==> src/rtl/core/u8u16_pkg.sv <==
// ----------------------------------------------------------------------------
// UTF-8 to UTF-16 transcoder package
// Shared payload types, job descriptor and code point constants.
// ----------------------------------------------------------------------------
package u8u16_pkg;

    // One byte of the source string.
    typedef struct packed {
        logic [7:0] data_byte;
        logic       final_byte;
    } t_item;

    // One UTF-16 result.
    typedef struct packed {
        logic [15:0] code_unit;
        logic        unit_valid;
        logic        decode_error;
        logic        string_end;
        logic        run_last;
    } t_result;

    // Number of continuation bytes in the sequence being gathered.
    typedef enum logic [1:0] {
        LEN_NONE  = 2'd0,
        LEN_TWO   = 2'd1,
        LEN_THREE = 2'd2,
        LEN_FOUR  = 2'd3
    } t_len_class;

    // What the back end has to produce for one queued job.
    typedef enum logic [1:0] {
        JOB_UNIT  = 2'd0,
        JOB_PAIR  = 2'd1,
        JOB_ERROR = 2'd2
    } t_job_kind;

    typedef struct packed {
        t_job_kind   kind;
        logic [20:0] point;
        logic        fin;
    } t_job;

    localparam logic [15:0] SURR_HIGH_BASE = 16'hD800;
    localparam logic [15:0] SURR_LOW_BASE  = 16'hDC00;
    localparam logic [20:0] SURR_FIRST     = 21'h00D800;
    localparam logic [20:0] SURR_LAST      = 21'h00DFFF;
    localparam logic [20:0] MAX_POINT      = 21'h10FFFF;
    localparam logic [20:0] PLANE1_BASE    = 21'h010000;
    localparam logic [20:0] BMP_LAST       = 21'h00FFFF;
    localparam logic [20:0] MIN_TWO        = 21'h000080;
    localparam logic [20:0] MIN_THREE      = 21'h000800;

    localparam logic [7:0] LEAD2_MASK = 8'hE0;
    localparam logic [7:0] LEAD2_CODE = 8'hC0;
    localparam logic [7:0] LEAD3_MASK = 8'hF0;
    localparam logic [7:0] LEAD3_CODE = 8'hE0;
    localparam logic [7:0] LEAD4_MASK = 8'hF8;
    localparam logic [7:0] LEAD4_CODE = 8'hF0;
    localparam logic [1:0] CONT_TAG   = 2'b10;

endpackage

==> src/rtl/core/u8u16_front.sv <==
// ----------------------------------------------------------------------------
// UTF-8 to UTF-16 transcoder front end
// Decodes one byte per transfer, keeps the partial code point and posts a job
// for every byte that gives results.
// ----------------------------------------------------------------------------
module u8u16_front (
    input  logic              i_clk,
    input  logic              i_rst_n,
    input  logic              i_accept,
    input  u8u16_pkg::t_item  i_item,
    output logic              o_job_valid,
    output u8u16_pkg::t_job   o_job
);

    logic [20:0]           r_point, n_point;
    logic [1:0]            r_pending, n_pending;
    u8u16_pkg::t_len_class r_class, n_class;
    logic                  r_err, n_err;

    logic [7:0]  b;
    logic        fin;
    logic [20:0] acc_point;
    logic [20:0] minimum;
    logic        do_fail;
    logic        do_err_end;
    logic        lead_ok;

    assign b         = i_item.data_byte;
    assign fin       = i_item.final_byte;
    assign acc_point = {r_point[14:0], b[5:0]};

    always_comb begin
        unique case (r_class)
            u8u16_pkg::LEN_TWO:   minimum = u8u16_pkg::MIN_TWO;
            u8u16_pkg::LEN_THREE: minimum = u8u16_pkg::MIN_THREE;
            default:              minimum = u8u16_pkg::PLANE1_BASE;
        endcase
    end

    always_comb begin
        n_point     = r_point;
        n_pending   = r_pending;
        n_class     = r_class;
        n_err       = r_err;
        o_job_valid = 1'b0;
        o_job       = '{kind: u8u16_pkg::JOB_UNIT, point: '0, fin: fin};
        do_fail     = 1'b0;
        do_err_end  = 1'b0;
        lead_ok     = 1'b0;

        if (i_accept) begin
            if (r_err) begin
                do_err_end = fin;
            end else if (r_pending == 2'd0) begin
                if (!b[7]) begin
                    o_job_valid = 1'b1;
                    o_job.point = {13'd0, b};
                end else if ((b & u8u16_pkg::LEAD2_MASK) == u8u16_pkg::LEAD2_CODE) begin
                    lead_ok = 1'b1;
                    n_point = {16'd0, b[4:0]};
                    n_class = u8u16_pkg::LEN_TWO;
                end else if ((b & u8u16_pkg::LEAD3_MASK) == u8u16_pkg::LEAD3_CODE) begin
                    lead_ok = 1'b1;
                    n_point = {17'd0, b[3:0]};
                    n_class = u8u16_pkg::LEN_THREE;
                end else if ((b & u8u16_pkg::LEAD4_MASK) == u8u16_pkg::LEAD4_CODE) begin
                    lead_ok = 1'b1;
                    n_point = {18'd0, b[2:0]};
                    n_class = u8u16_pkg::LEN_FOUR;
                end else begin
                    do_fail = 1'b1;
                end
                if (lead_ok) begin
                    n_pending  = 2'(n_class);
                    do_err_end = fin;
                end
            end else if (b[7:6] != u8u16_pkg::CONT_TAG) begin
                do_fail = 1'b1;
            end else begin
                n_pending = r_pending - 2'd1;
                if (n_pending != 2'd0) begin
                    n_point    = acc_point;
                    do_err_end = fin;
                end else begin
                    n_point = '0;
                    n_class = u8u16_pkg::LEN_NONE;
                    if (acc_point < minimum || acc_point > u8u16_pkg::MAX_POINT ||
                        (acc_point >= u8u16_pkg::SURR_FIRST &&
                         acc_point <= u8u16_pkg::SURR_LAST)) begin
                        do_fail = 1'b1;
                    end else begin
                        o_job_valid = 1'b1;
                        o_job.point = acc_point;
                        o_job.kind  = (acc_point > u8u16_pkg::BMP_LAST) ?
                                      u8u16_pkg::JOB_PAIR : u8u16_pkg::JOB_UNIT;
                    end
                end
            end

            if (do_fail) begin
                if (fin) begin
                    do_err_end = 1'b1;
                end else begin
                    n_err     = 1'b1;
                    n_point   = '0;
                    n_pending = 2'd0;
                    n_class   = u8u16_pkg::LEN_NONE;
                end
            end

            if (do_err_end) begin
                o_job_valid = 1'b1;
                o_job.kind  = u8u16_pkg::JOB_ERROR;
                o_job.point = '0;
            end

            // The end of a string always leaves the decoder clean.
            if (fin) begin
                n_err     = 1'b0;
                n_point   = '0;
                n_pending = 2'd0;
                n_class   = u8u16_pkg::LEN_NONE;
            end
        end
    end

    always_ff @(posedge i_clk) begin
        if (!i_rst_n) begin
            r_point   <= '0;
            r_pending <= 2'd0;
            r_class   <= u8u16_pkg::LEN_NONE;
            r_err     <= 1'b0;
        end else begin
            r_point   <= n_point;
            r_pending <= n_pending;
            r_class   <= n_class;
            r_err     <= n_err;
        end
    end

    // A latched error discards the sequence in progress.
    a_err_clean: assert property (@(posedge i_clk) disable iff (!i_rst_n)
        r_err |-> (r_pending == 2'd0 && r_class == u8u16_pkg::LEN_NONE))
        else $error("front: error latched with a sequence in progress");

    // Pending count never exceeds the length class of the sequence.
    a_pending_class: assert property (@(posedge i_clk) disable iff (!i_rst_n)
        r_pending <= 2'(r_class))
        else $error("front: pending count beyond length class");

    // Error jobs always close the string.
    a_err_job_fin: assert property (@(posedge i_clk) disable iff (!i_rst_n)
        (o_job_valid && o_job.kind == u8u16_pkg::JOB_ERROR) |-> fin)
        else $error("front: error job posted before the final byte");

endmodule

==> src/rtl/core/u8u16_jobq.sv <==
// ----------------------------------------------------------------------------
// UTF-8 to UTF-16 transcoder job queue
// Small register queue decoupling the decoder from the result sequencer.
// ----------------------------------------------------------------------------
module u8u16_jobq #(
    parameter int DEPTH = 4
) (
    input  logic             i_clk,
    input  logic             i_rst_n,
    input  logic             i_push,
    input  u8u16_pkg::t_job  i_job,
    input  logic             i_pop,
    output logic             o_full,
    output logic             o_avail,
    output u8u16_pkg::t_job  o_head
);

    localparam int PTR_W = (DEPTH > 1) ? $clog2(DEPTH) : 1;
    localparam int CNT_W = $clog2(DEPTH + 1);

    u8u16_pkg::t_job r_mem [DEPTH];
    logic [PTR_W-1:0] r_wr_ptr;
    logic [PTR_W-1:0] r_rd_ptr;
    logic [CNT_W-1:0] r_count;
    logic             do_push;
    logic             do_pop;

    assign o_full  = (r_count == CNT_W'(DEPTH));
    assign o_avail = (r_count != '0);
    assign o_head  = r_mem[r_rd_ptr];
    assign do_push = i_push && !o_full;
    assign do_pop  = i_pop && o_avail;

    always_ff @(posedge i_clk) begin
        if (do_push) begin
            r_mem[r_wr_ptr] <= i_job;
        end
    end

    always_ff @(posedge i_clk) begin
        if (!i_rst_n) begin
            r_wr_ptr <= '0;
            r_rd_ptr <= '0;
            r_count  <= '0;
        end else begin
            if (do_push) begin
                r_wr_ptr <= (r_wr_ptr == PTR_W'(DEPTH - 1)) ? '0 : r_wr_ptr + 1'b1;
            end
            if (do_pop) begin
                r_rd_ptr <= (r_rd_ptr == PTR_W'(DEPTH - 1)) ? '0 : r_rd_ptr + 1'b1;
            end
            if (do_push && !do_pop) begin
                r_count <= r_count + 1'b1;
            end else if (do_pop && !do_push) begin
                r_count <= r_count - 1'b1;
            end
        end
    end

    a_no_overflow: assert property (@(posedge i_clk) disable iff (!i_rst_n)
        !(i_push && o_full))
        else $error("jobq: job posted while the queue is full");

    a_count_range: assert property (@(posedge i_clk) disable iff (!i_rst_n)
        r_count <= CNT_W'(DEPTH))
        else $error("jobq: occupancy beyond depth");

    a_ptr_match: assert property (@(posedge i_clk) disable iff (!i_rst_n)
        (r_count == '0) |-> (r_wr_ptr == r_rd_ptr))
        else $error("jobq: pointers disagree on an empty queue");

endmodule

==> src/rtl/core/u8u16_back.sv <==
// ----------------------------------------------------------------------------
// UTF-8 to UTF-16 transcoder back end
// Turns queued jobs into UTF-16 results, splitting supplementary code points
// into surrogate pairs, and holds the result register.
// ----------------------------------------------------------------------------
module u8u16_back (
    input  logic              i_clk,
    input  logic              i_rst_n,
    input  logic              i_job_avail,
    input  u8u16_pkg::t_job   i_job,
    output logic              o_job_pop,
    input  logic              i_pop,
    output logic              o_empty,
    output u8u16_pkg::t_result o_result
);

    logic               r_out_valid;
    u8u16_pkg::t_result r_out, n_out;
    logic               r_low_pending, n_low_pending;
    logic               load;
    logic [20:0]        offset;

    assign load     = !r_out_valid || i_pop;
    assign offset   = i_job.point - u8u16_pkg::PLANE1_BASE;
    assign o_empty  = !r_out_valid;
    assign o_result = r_out;

    always_comb begin
        n_low_pending = r_low_pending;
        o_job_pop     = 1'b0;
        n_out         = '0;
        unique case (i_job.kind)
            u8u16_pkg::JOB_ERROR: begin
                n_out.decode_error = 1'b1;
                n_out.string_end   = 1'b1;
                n_out.run_last     = 1'b1;
            end
            u8u16_pkg::JOB_PAIR: begin
                n_out.unit_valid = 1'b1;
                if (r_low_pending) begin
                    n_out.code_unit  = u8u16_pkg::SURR_LOW_BASE + {6'd0, offset[9:0]};
                    n_out.string_end = i_job.fin;
                    n_out.run_last   = 1'b1;
                end else begin
                    n_out.code_unit  = u8u16_pkg::SURR_HIGH_BASE + {6'd0, offset[19:10]};
                end
            end
            default: begin
                n_out.code_unit  = i_job.point[15:0];
                n_out.unit_valid = 1'b1;
                n_out.string_end = i_job.fin;
                n_out.run_last   = 1'b1;
            end
        endcase

        if (load && i_job_avail) begin
            if (i_job.kind == u8u16_pkg::JOB_PAIR && !r_low_pending) begin
                n_low_pending = 1'b1;
            end else begin
                n_low_pending = 1'b0;
                o_job_pop     = 1'b1;
            end
        end
    end

    always_ff @(posedge i_clk) begin
        if (load && i_job_avail) begin
            r_out <= n_out;
        end
    end

    always_ff @(posedge i_clk) begin
        if (!i_rst_n) begin
            r_out_valid   <= 1'b0;
            r_low_pending <= 1'b0;
        end else begin
            if (load) begin
                r_out_valid <= i_job_avail;
            end
            r_low_pending <= n_low_pending;
        end
    end

    // The low half of a pair is owed only while its job heads the queue.
    a_low_job: assert property (@(posedge i_clk) disable iff (!i_rst_n)
        r_low_pending |-> (i_job_avail && i_job.kind == u8u16_pkg::JOB_PAIR))
        else $error("back: low surrogate owed without a pair job");

    // A held result that is not the last of its byte is a high surrogate.
    a_high_then_low: assert property (@(posedge i_clk) disable iff (!i_rst_n)
        (r_out_valid && !r_out.run_last) |-> r_low_pending)
        else $error("back: high surrogate held without its low half owed");

    // An error result never carries a unit.
    a_err_shape: assert property (@(posedge i_clk) disable iff (!i_rst_n)
        (r_out_valid && r_out.decode_error) |->
            (!r_out.unit_valid && r_out.string_end && r_out.code_unit == '0))
        else $error("back: malformed error result");

endmodule

==> src/rtl/core/utf8_to_utf16_transcoder.sv <==
// ----------------------------------------------------------------------------
// UTF-8 to UTF-16 transcoder
// Streams UTF-8 bytes in and UTF-16 code units out, flagging malformed strings
// on the result that closes them.
// ----------------------------------------------------------------------------
//
//  Channel   Direction  Handshake      Payload
//  --------  ---------  -------------  --------------------------------------
//  input     in         push / full    i_item   (data_byte, final_byte)
//  result    out        pop / empty    o_result (code_unit, unit_valid,
//                                               decode_error, string_end,
//                                               run_last)
//
//  One byte is taken per cycle while full is low. The byte is decoded and its
//  job written into the queue at its transfer; a later edge moves the result
//  from the queue head into the output register, from which it can be popped.
//  A supplementary character takes the result register once for each surrogate;
//  apart from a withheld pop, that is the only place the result side runs
//  slower than one job per cycle, and the job queue absorbs it.
//  Reset is synchronous and active low; it empties the queue and the result
//  register and clears the decoder state. No sweep is needed after reset.
//  full rises when the job queue holds QUEUE_DEPTH jobs, which happens only
//  while the consumer withholds pop or surrogate pairs pile up.
//
module utf8_to_utf16_transcoder #(
    parameter int QUEUE_DEPTH = 4
) (
    input  logic                i_clk,
    input  logic                i_rst_n,
    input  logic                push,
    output logic                full,
    input  u8u16_pkg::t_item    i_item,
    output logic                empty,
    input  logic                pop,
    output u8u16_pkg::t_result  o_result
);

    // A byte is decoded in the very cycle it is transferred.
    logic            accept;
    logic            job_valid;
    u8u16_pkg::t_job job;

    // Queue head as seen by the result sequencer.
    logic            job_avail;
    logic            job_pop;
    u8u16_pkg::t_job head;

    assign accept = push && !full;

    // Front end: classifies the byte, tracks the sequence and posts a job for
    // each byte that yields a unit, a pair or the error closing a string.
    u8u16_front u_front (
        .i_clk       (i_clk),
        .i_rst_n     (i_rst_n),
        .i_accept    (accept),
        .i_item      (i_item),
        .o_job_valid (job_valid),
        .o_job       (job)
    );

    // Decoupling queue between decode and result sequencing.
    u8u16_jobq #(
        .DEPTH (QUEUE_DEPTH)
    ) u_jobq (
        .i_clk   (i_clk),
        .i_rst_n (i_rst_n),
        .i_push  (job_valid),
        .i_job   (job),
        .i_pop   (job_pop),
        .o_full  (full),
        .o_avail (job_avail),
        .o_head  (head)
    );

    // Back end: expands jobs into results and presents them through the
    // output register, so the next result loads in the cycle one is taken.
    u8u16_back u_back (
        .i_clk       (i_clk),
        .i_rst_n     (i_rst_n),
        .i_job_avail (job_avail),
        .i_job       (head),
        .o_job_pop   (job_pop),
        .i_pop       (pop),
        .o_empty     (empty),
        .o_result    (o_result)
    );

endmodule
==> config.mk <==
export PLATFORM = sky130hd
export DESIGN_NAME = utf8_to_utf16_transcoder
export DESIGN_NICKNAME = d
export VERILOG_FILES = /design/src/rtl/core/u8u16_pkg.sv /design/src/rtl/core/u8u16_front.sv /design/src/rtl/core/u8u16_jobq.sv /design/src/rtl/core/u8u16_back.sv /design/src/rtl/core/utf8_to_utf16_transcoder.sv
export SDC_FILE = /design/constraint.sdc
export NUM_CORES = 1
export LEC_CHECK = 0
export ABC_AREA = 1
export BUFFER_PORTS_ARGS = -buffer_cell sky130_fd_sc_hd__clkbuf_2
export CORE_ASPECT_RATIO = 2
export CORE_MARGIN = 2
export CORE_UTILIZATION = 25
export CTS_CLUSTER_DIAMETER = 100
export CTS_CLUSTER_SIZE = 24
export DETAILED_ROUTE_END_ITERATION = 10
export GPL_TIMING_DRIVEN = 0
export PLACE_DENSITY_LB_ADDON = 0.12
export SLEW_MARGIN = 40
export SYNTH_ARGS = -nofsm -noshare
export SYNTH_HDL_FRONTEND = slang
export SYNTH_HIERARCHICAL = 1
export SYNTH_SLANG_ARGS = --single-unit
==> constraint.sdc <==
create_clock -name i_clk -period 9 [get_ports i_clk]
set_input_delay 0.9 -clock i_clk [delete_from_list [all_inputs] [get_ports i_clk]]
set_output_delay 0.9 -clock i_clk [all_outputs]
set_load 0.1 [all_outputs]
### After elaboration in Yosys (flattened, before gate mapping)

Memory sizes are Yosys's and may differ from the RTL's. A register that Yosys moved wholly into a read port is not among the register bits.
Cells that the tools add are included.

| word-level totals | value |
|---|---|
| flip-flop bits (word level) | 49 |
| memory bits (writable) | 96 |
| memories kept | 1 |
| output and inout bits | 22 |

Memory list:

| memory | depth | bits a word | rd ports | clocked after memory_dff | write ports | line | text |
|---|---|---|---|---|---|---|---|
| u_jobq.r_mem | 4 | 24 | 1 | 1 | 1 | u8u16_jobq.sv:21 | `u8u16_pkg::t_job r_mem [DEPTH];` |

| operators by class | value |
|---|---|
| $add $sub $neg | 8 |
| equal/unequal tests | 17 |
| order comparisons | 5 |
| reduce and logical (&&, ||, !) cells | 25 |
| multiplexer cells | 88 |

Operators by type and width:

| kind | count |
|---|---|
| $mux W15 | 10 |
| $mux W23 | 5 |
| $pmux W17 S2 | 2 |
| $mux W2 | 22 |
| $mux W1 | 42 |
| $add A15 B11 Y16 const A | 2 |
| $mux W22 | 1 |
| $ge A21 B16 Y1 const B | 1 |
| $gt A21 B16 Y1 const B | 1 |
| $gt A21 B21 Y1 const B | 1 |
| $le A21 B16 Y1 const B | 1 |
| $lt A21 B17 Y1 | 1 |
| $mux W21 | 1 |
| $sub A20 B17 Y20 const B | 1 |
| $mux W16 | 1 |
| $eq A2 B2 Y1 const B | 4 |
| $logic_and A1 B1 Y1 | 8 |
| $ne A4 B3 Y1 const B | 2 |
| $ne A4 B4 Y1 const B | 2 |
| $reduce_and A4 Y1 | 2 |
| $mux W7 | 1 |
| $eq A3 B3 Y1 const B | 2 |
| $mux W3 | 2 |
| $ne A6 B6 Y1 const B | 1 |
| other kinds (17) | 27 |

### Longest topological paths before layout

| depth | value |
|---|---|
| depth in word-level cells | 21 |
| depth in mapped cells | 25 |
| mapped depth without buffers | 25 |

### By module

The synthesis kept the hierarchy.

Modules (own cells, without submodules):

| module | cells each | area an instance (µm²) | instances |
|---|---|---|---|
| u8u16_jobq | 303 | 4222.8 | 1 |
| u8u16_front | 235 | 1483.9 | 1 |
| u8u16_back | 95 | 999.7 | 1 |
| utf8_to_utf16_transcoder | 2 | 10.0 | 1 |

### Worst setup path before layout

OpenSTA, ideal clock, no wires.

| timing path | value |
|---|---|
| path type | reg-to-reg |
| start point | register u_front.r_class[0] |
| end point | memory u_jobq/r_mem[3][0] (netlist name) (enable) |
| clock period less this slack | 3.387 ns |
| data required time | 8.595 ns |
| cell stages (with the launch flop) | 15 |
| arrival time | 2.983 ns |
| setup time | 0.405 ns |
| slack | 5.613 ns |
| buffers on the path | 0 |
| cells stage by stage | dfxtp_1 inv_1 ha_1 inv_1 ha_1 nand2_1 o21ai_0 nor2_1 nand2_1 nand3_2 a21oi_1 nand3_1 a21oi_1 nand2_2 nor2_1 |

| between the ends | value |
|---|---|
| cells in the longest elaborated chain, start to end | 18 |
| elaborated cells on any way between the ends | 24 |
| those cells by class | order compare (1); eq/ne (2); mux (18); reduce/logical (3) |

Ends and longest elaborated chain:

| item | line | text |
|---|---|---|
| from (decl) | u8u16_front.sv:17 | `u8u16_pkg::t_len_class r_class, n_class;` |
| from (signal assigned) | u8u16_front.sv:131 | `r_class <= u8u16_pkg::LEN_NONE;` |
| from (signal assigned) | u8u16_front.sv:136 | `r_class <= n_class;` |
| $eq A2 B2 Y1 / $eq A2 B1 Y1 (equally long branches) | u8u16_front.sv:33 | `unique case (r_class)` |
| $pmux W17 S2 * | u8u16_front.sv:33 |  |
| $lt A21 B17 Y1 * | u8u16_front.sv:87 | `if (acc_point < minimum \|\| acc_point > u8u16_pkg::MAX_POINT \|\|` |
| $logic_or A1 B1 Y1 * (2 in series) | u8u16_front.sv:87 |  |
| $mux W1 | u8u16_front.sv:87 |  |
| $mux W1 | u8u16_front.sv:81 | `if (n_pending != 2'd0) begin` |
| $mux W1 | u8u16_front.sv:77 | `end else if (b[7:6] != u8u16_pkg::CONT_TAG) begin` |
| $mux W1 | u8u16_front.sv:54 | `end else if (r_pending == 2'd0) begin` |
| [2 not listed] | -- |  |
| $mux W1 | u8u16_front.sv:100 | `if (do_fail) begin` |
| $mux W1 | u8u16_front.sv:51 | `if (i_accept) begin` |
| $mux W1 * | u8u16_front.sv:111 | `if (do_err_end) begin` |
| $mux W1 * | u8u16_front.sv:51 |  |
| via job_valid | utf8_to_utf16_transcoder.sv:40 | `logic job_valid;` |
| $logic_and A1 B1 Y1 * | u8u16_jobq.sv:31 | `assign do_push = i_push && !o_full;` |
| $mux W1 * | u8u16_jobq.sv:35 | `if (do_push) begin` |
| $mux W1 (implied by the code) * | u8u16_jobq.sv:36 | `r_mem[r_wr_ptr] <= i_job;` |
| to (decl) | u8u16_jobq.sv:21 |  |

Mark *: on every way through the listed nets, which the timed path passes. The rest lies on a longest branch. The select of a mux whose other input is x is not followed.

### Worst setup path in the final report

| timing path | value |
|---|---|
| start point | register u_front.r_class[0] |
| end point | register u_jobq.r_count[2] |

| between the ends | value |
|---|---|
| cells in the longest elaborated chain, start to end | 19 |
| elaborated cells on any way between the ends | 27 |
| those cells by class | order compare (1); eq/ne (2); mux (17); reduce/logical (7) |

Ends and longest elaborated chain:

| item | line | text |
|---|---|---|
| $eq A2 B2 Y1 / $eq A2 B1 Y1 (equally long branches) | u8u16_front.sv:33 |  |
| $pmux W17 S2 * | u8u16_front.sv:33 |  |
| $lt A21 B17 Y1 * | u8u16_front.sv:87 |  |
| $logic_or A1 B1 Y1 * (2 in series) | u8u16_front.sv:87 |  |
| $mux W1 | u8u16_front.sv:87 |  |
| $mux W1 | u8u16_front.sv:81 |  |
| $mux W1 | u8u16_front.sv:77 |  |
| $mux W1 | u8u16_front.sv:54 |  |
| [4 not listed] | -- |  |
| $mux W1 * | u8u16_front.sv:111 |  |
| $mux W1 * | u8u16_front.sv:51 |  |
| via job_valid | utf8_to_utf16_transcoder.sv:40 |  |
| $logic_and A1 B1 Y1 * | u8u16_jobq.sv:31 |  |
| via u_jobq.do_push | u8u16_jobq.sv:25 | `logic do_push;` |
| $logic_not A1 Y1 | u8u16_jobq.sv:54 | `end else if (do_pop && !do_push) begin` |
| $logic_and A1 B1 Y1 | u8u16_jobq.sv:54 |  |
| $reduce_bool A2 Y1 (no line) | -- |  |
| to (signal assigned) | u8u16_jobq.sv:53 | `r_count <= r_count + 1'b1;` |
| to (signal assigned) | u8u16_jobq.sv:55 | `r_count <= r_count - 1'b1;` |
| to (decl) | u8u16_jobq.sv:24 | `logic [CNT_W-1:0] r_count;` |

Marks and branches as above.
A chain may end at the register's enable or synchronous reset.

==> impl_results.md <==
- Status: finished, final reports clean
- Type of element launching the critical path: flip-flop
- Cts repair resizes: 0
- Worst path max stage delay: 0.38 ns
- DR WL/cell: 17.1 um
- Num CTS Buffers: 17
- Min-delay src: u_front/r_point[2]
- Worst VDD drop: 0.000139 V
- Syn nets: 653
- Syn Inst Count: 625
- Core Area: 25800 um2
- Clock sinks: 143
- Total setup buffers inserted after CTS: 0
- Critical Path RT: 9.32 ns
- Hold Path Class: reg -> reg
- Worst Reg2Reg Path Length in Cells: 23
- Layout cell share with drive strength beyond 1: 23.9%
- Vias: 4511
- Leak: 3.01 nW
- Starting density of the core: 25.5%
- Worst hold margin: 0.492 ns
- Area of the multi-input gates: 2150 um2
- Clk Latency, worst-skew pair: 0.43 ns
- CP top delay family: adder cells
- GPL Wtd Cong: 0.835
- Synth Area per Inst: 10.5 um2
- Gr usage total: 13.4%
- Detailed Place HPWL: 13700 um
- Worst Path Max Fanout: 7
- Period utilization: 41.7%
- Layout area overhead: 20.3%
- Global Route met3 Usage: 3.22%
- # diodes: 0
- TritonCTS clock tree: built
- Clk buf depth: 2
- Register area: 3980 um2
- DR pass1 iterations: 5
- CP Depth: 23
- Overflow after GRT: 0
- Width of the die: 119 um
- Worst path bufs/invs: 6
- Setup tns final: 0 ns
- First-pass GRT wire length: 27000 um
- Crit-path cells: inv_1 -> ha_1 -> inv_1 -> ha_1 -> nand2_1 -> o21ai_0 -> nor2_1 -> nand2_1 -> nand3_2 -> a21oi_1 -> nand3_1 -> a21oi_1 -> nand2_2 -> inv_1 -> ha_1 -> inv_1 -> fa_1 -> inv_1 -> nand2_1 -> nand3_1 -> nand2_1 -> inv_1 -> nor2_1
- Layer with the highest usage: met2
- Largest net degree at the start of global routing: 19
- DRC violations left: 0
- H-Tree Level Count: 4
- Hold-fix buffers, CTS: 0
- P per Cell Area: 397 nW/um2
- Max Cap Viol: 0
- RSZ-0062 raised after global routing: false
- Crit path top cell by count: inv_1
- CP Launch Point: u_front/r_class[0]
- Post-layout min period: 3.75 ns
- Total die area: 27600 um2
- Clock transition at path regs: 0.06 ns
- CTS root buf: clkbuf_16
- Slew of the pin with the lowest slew margin: 0.581 ns
- Max-slew headroom: 60.8%
- Detail Route Antenna Nets: 0
- Met1 Use GR: 12.2%
- Clock skew: 0.00746 ns
- # IOs: 35
- Vias per cell: 4.35
- Synth Cell Area: 6560 um2
- Initial antenna violation count: 0
- Critical path capture point type: flip-flop
- F_max: 0.267 GHz
- Pins Over Slew Limit: 0
- IO buf count: 34
- Util after Layout: 30.6%
- Total Wirelength: 17700 um
- Die H: 233 um
- Slowest CP cell: fa_1
- Vias in the first global route: 4742
- Filler cell count: 2739
- Final setup fails: 0
- Syn. warnings: 6
- Row count: 83
- Starting DRT DRC Count: 232
- Final hold vios: 0
- Worst Path Arrival: 4.08 ns
- Grt met2 use: 26.1%
- Hold Path Stages: 2
- Final nets: 711
- R2R Path Start: u_front/r_class[0]
- Kind of critical path: reg -> reg
-- per-layer routing --
layer	wire length, um	vias up
met4	924	0
li1	-	2246
met5	0	-
met2	10200	90
met1	6110	2136
met3	541	39
-- registers in the layout, indices dropped and copies added (netlist names), named ones only --
signal and cells:
u_jobq/r_mem 92, u_back/o_result 20, u_front/r_point 15, u_jobq/r_count 3, u_front/r_class 2, u_front/r_pending 2
u_jobq/r_rd_ptr 2, u_jobq/r_wr_ptr 2, u_back/r_low_pending 1, u_back/r_out_valid 1, u_front/r_err 1
-- cell usage in the layout (no fill, tap or decap), drive strengths merged --
cell type  count
a21boi         1
a21oi         34
a311oi         1
a31oi          2
buf           25
bufinv         1
clkbuf        59
clkinv         6
clkinvlp       2
dfxtp         31
edfxtp       112
fa             1
ha            14
inv           79
nand2         82
nand3         20
nand3b         1
nand4          4
nor2         111
nor3           3
o211ai         1
o21a           1
o21ai         79
o22ai         23
or2            2
xnor2          1
-- per-stage QoR --
stage          power (mW)  worst slack [ns]  instance area, um2  std cells
6_report             3.13              5.25                7890       1036
5_1_grt              3.34              5.01                7890       1036
4_1_cts              3.19              5.24                7890       1036
3_5_place_dp         2.49              5.22                7300       1004
3_3_place_gp         2.44              4.03                7160        999
2_1_floorplan        2.08              5.66                6560        625
-- worst paths after layout --
check                                          end  slack [ns]
worst max register to register   u_jobq/r_count[2]        5.25
worst min-delay path            u_front/r_point[8]        0.49
worst max-delay path             u_jobq/r_count[2]        5.25
worst min register to register  u_front/r_point[8]        0.49
-- report_power, final --
part           switching (mW)  internal, mW  total (mW)
Combinational            1.08         0.384        1.47
Sequential             0.0631         0.914       0.977
Clock                   0.266         0.426       0.691
Total                    1.41          1.72        3.13
-- final cells by class --
class	count	area share, %
flip-flops and latches	143	50.5
multi-input cells	381	27.3
clock buffers	23	6.47
well taps	340	5.39
inverters	79	3.76
repair buffers	39	3.43
plain buffers	22	2.11
clock inverters	9	1.03
-- worst reg2reg max path: stages (launching register included) --
cell and delay, ns:
dfxtp_1 0.36, inv_1 0.12, ha_1 0.32, inv_1 0.05, ha_1 0.31, nand2_1 0.06
o21ai_0 0.14, nor2_1 0.06, nand2_1 0.07, nand3_2 0.14, a21oi_1 0.22, nand3_1 0.12
a21oi_1 0.37, nand2_2 0.26, inv_1 0.11, ha_1 0.17, inv_1 0.07, fa_1 0.38
inv_1 0.07, nand2_1 0.06, nand3_1 0.06, nand2_1 0.05, inv_1 0.04, nor2_1 0.04
Note: power is estimated with default switching activity, not from simulation.
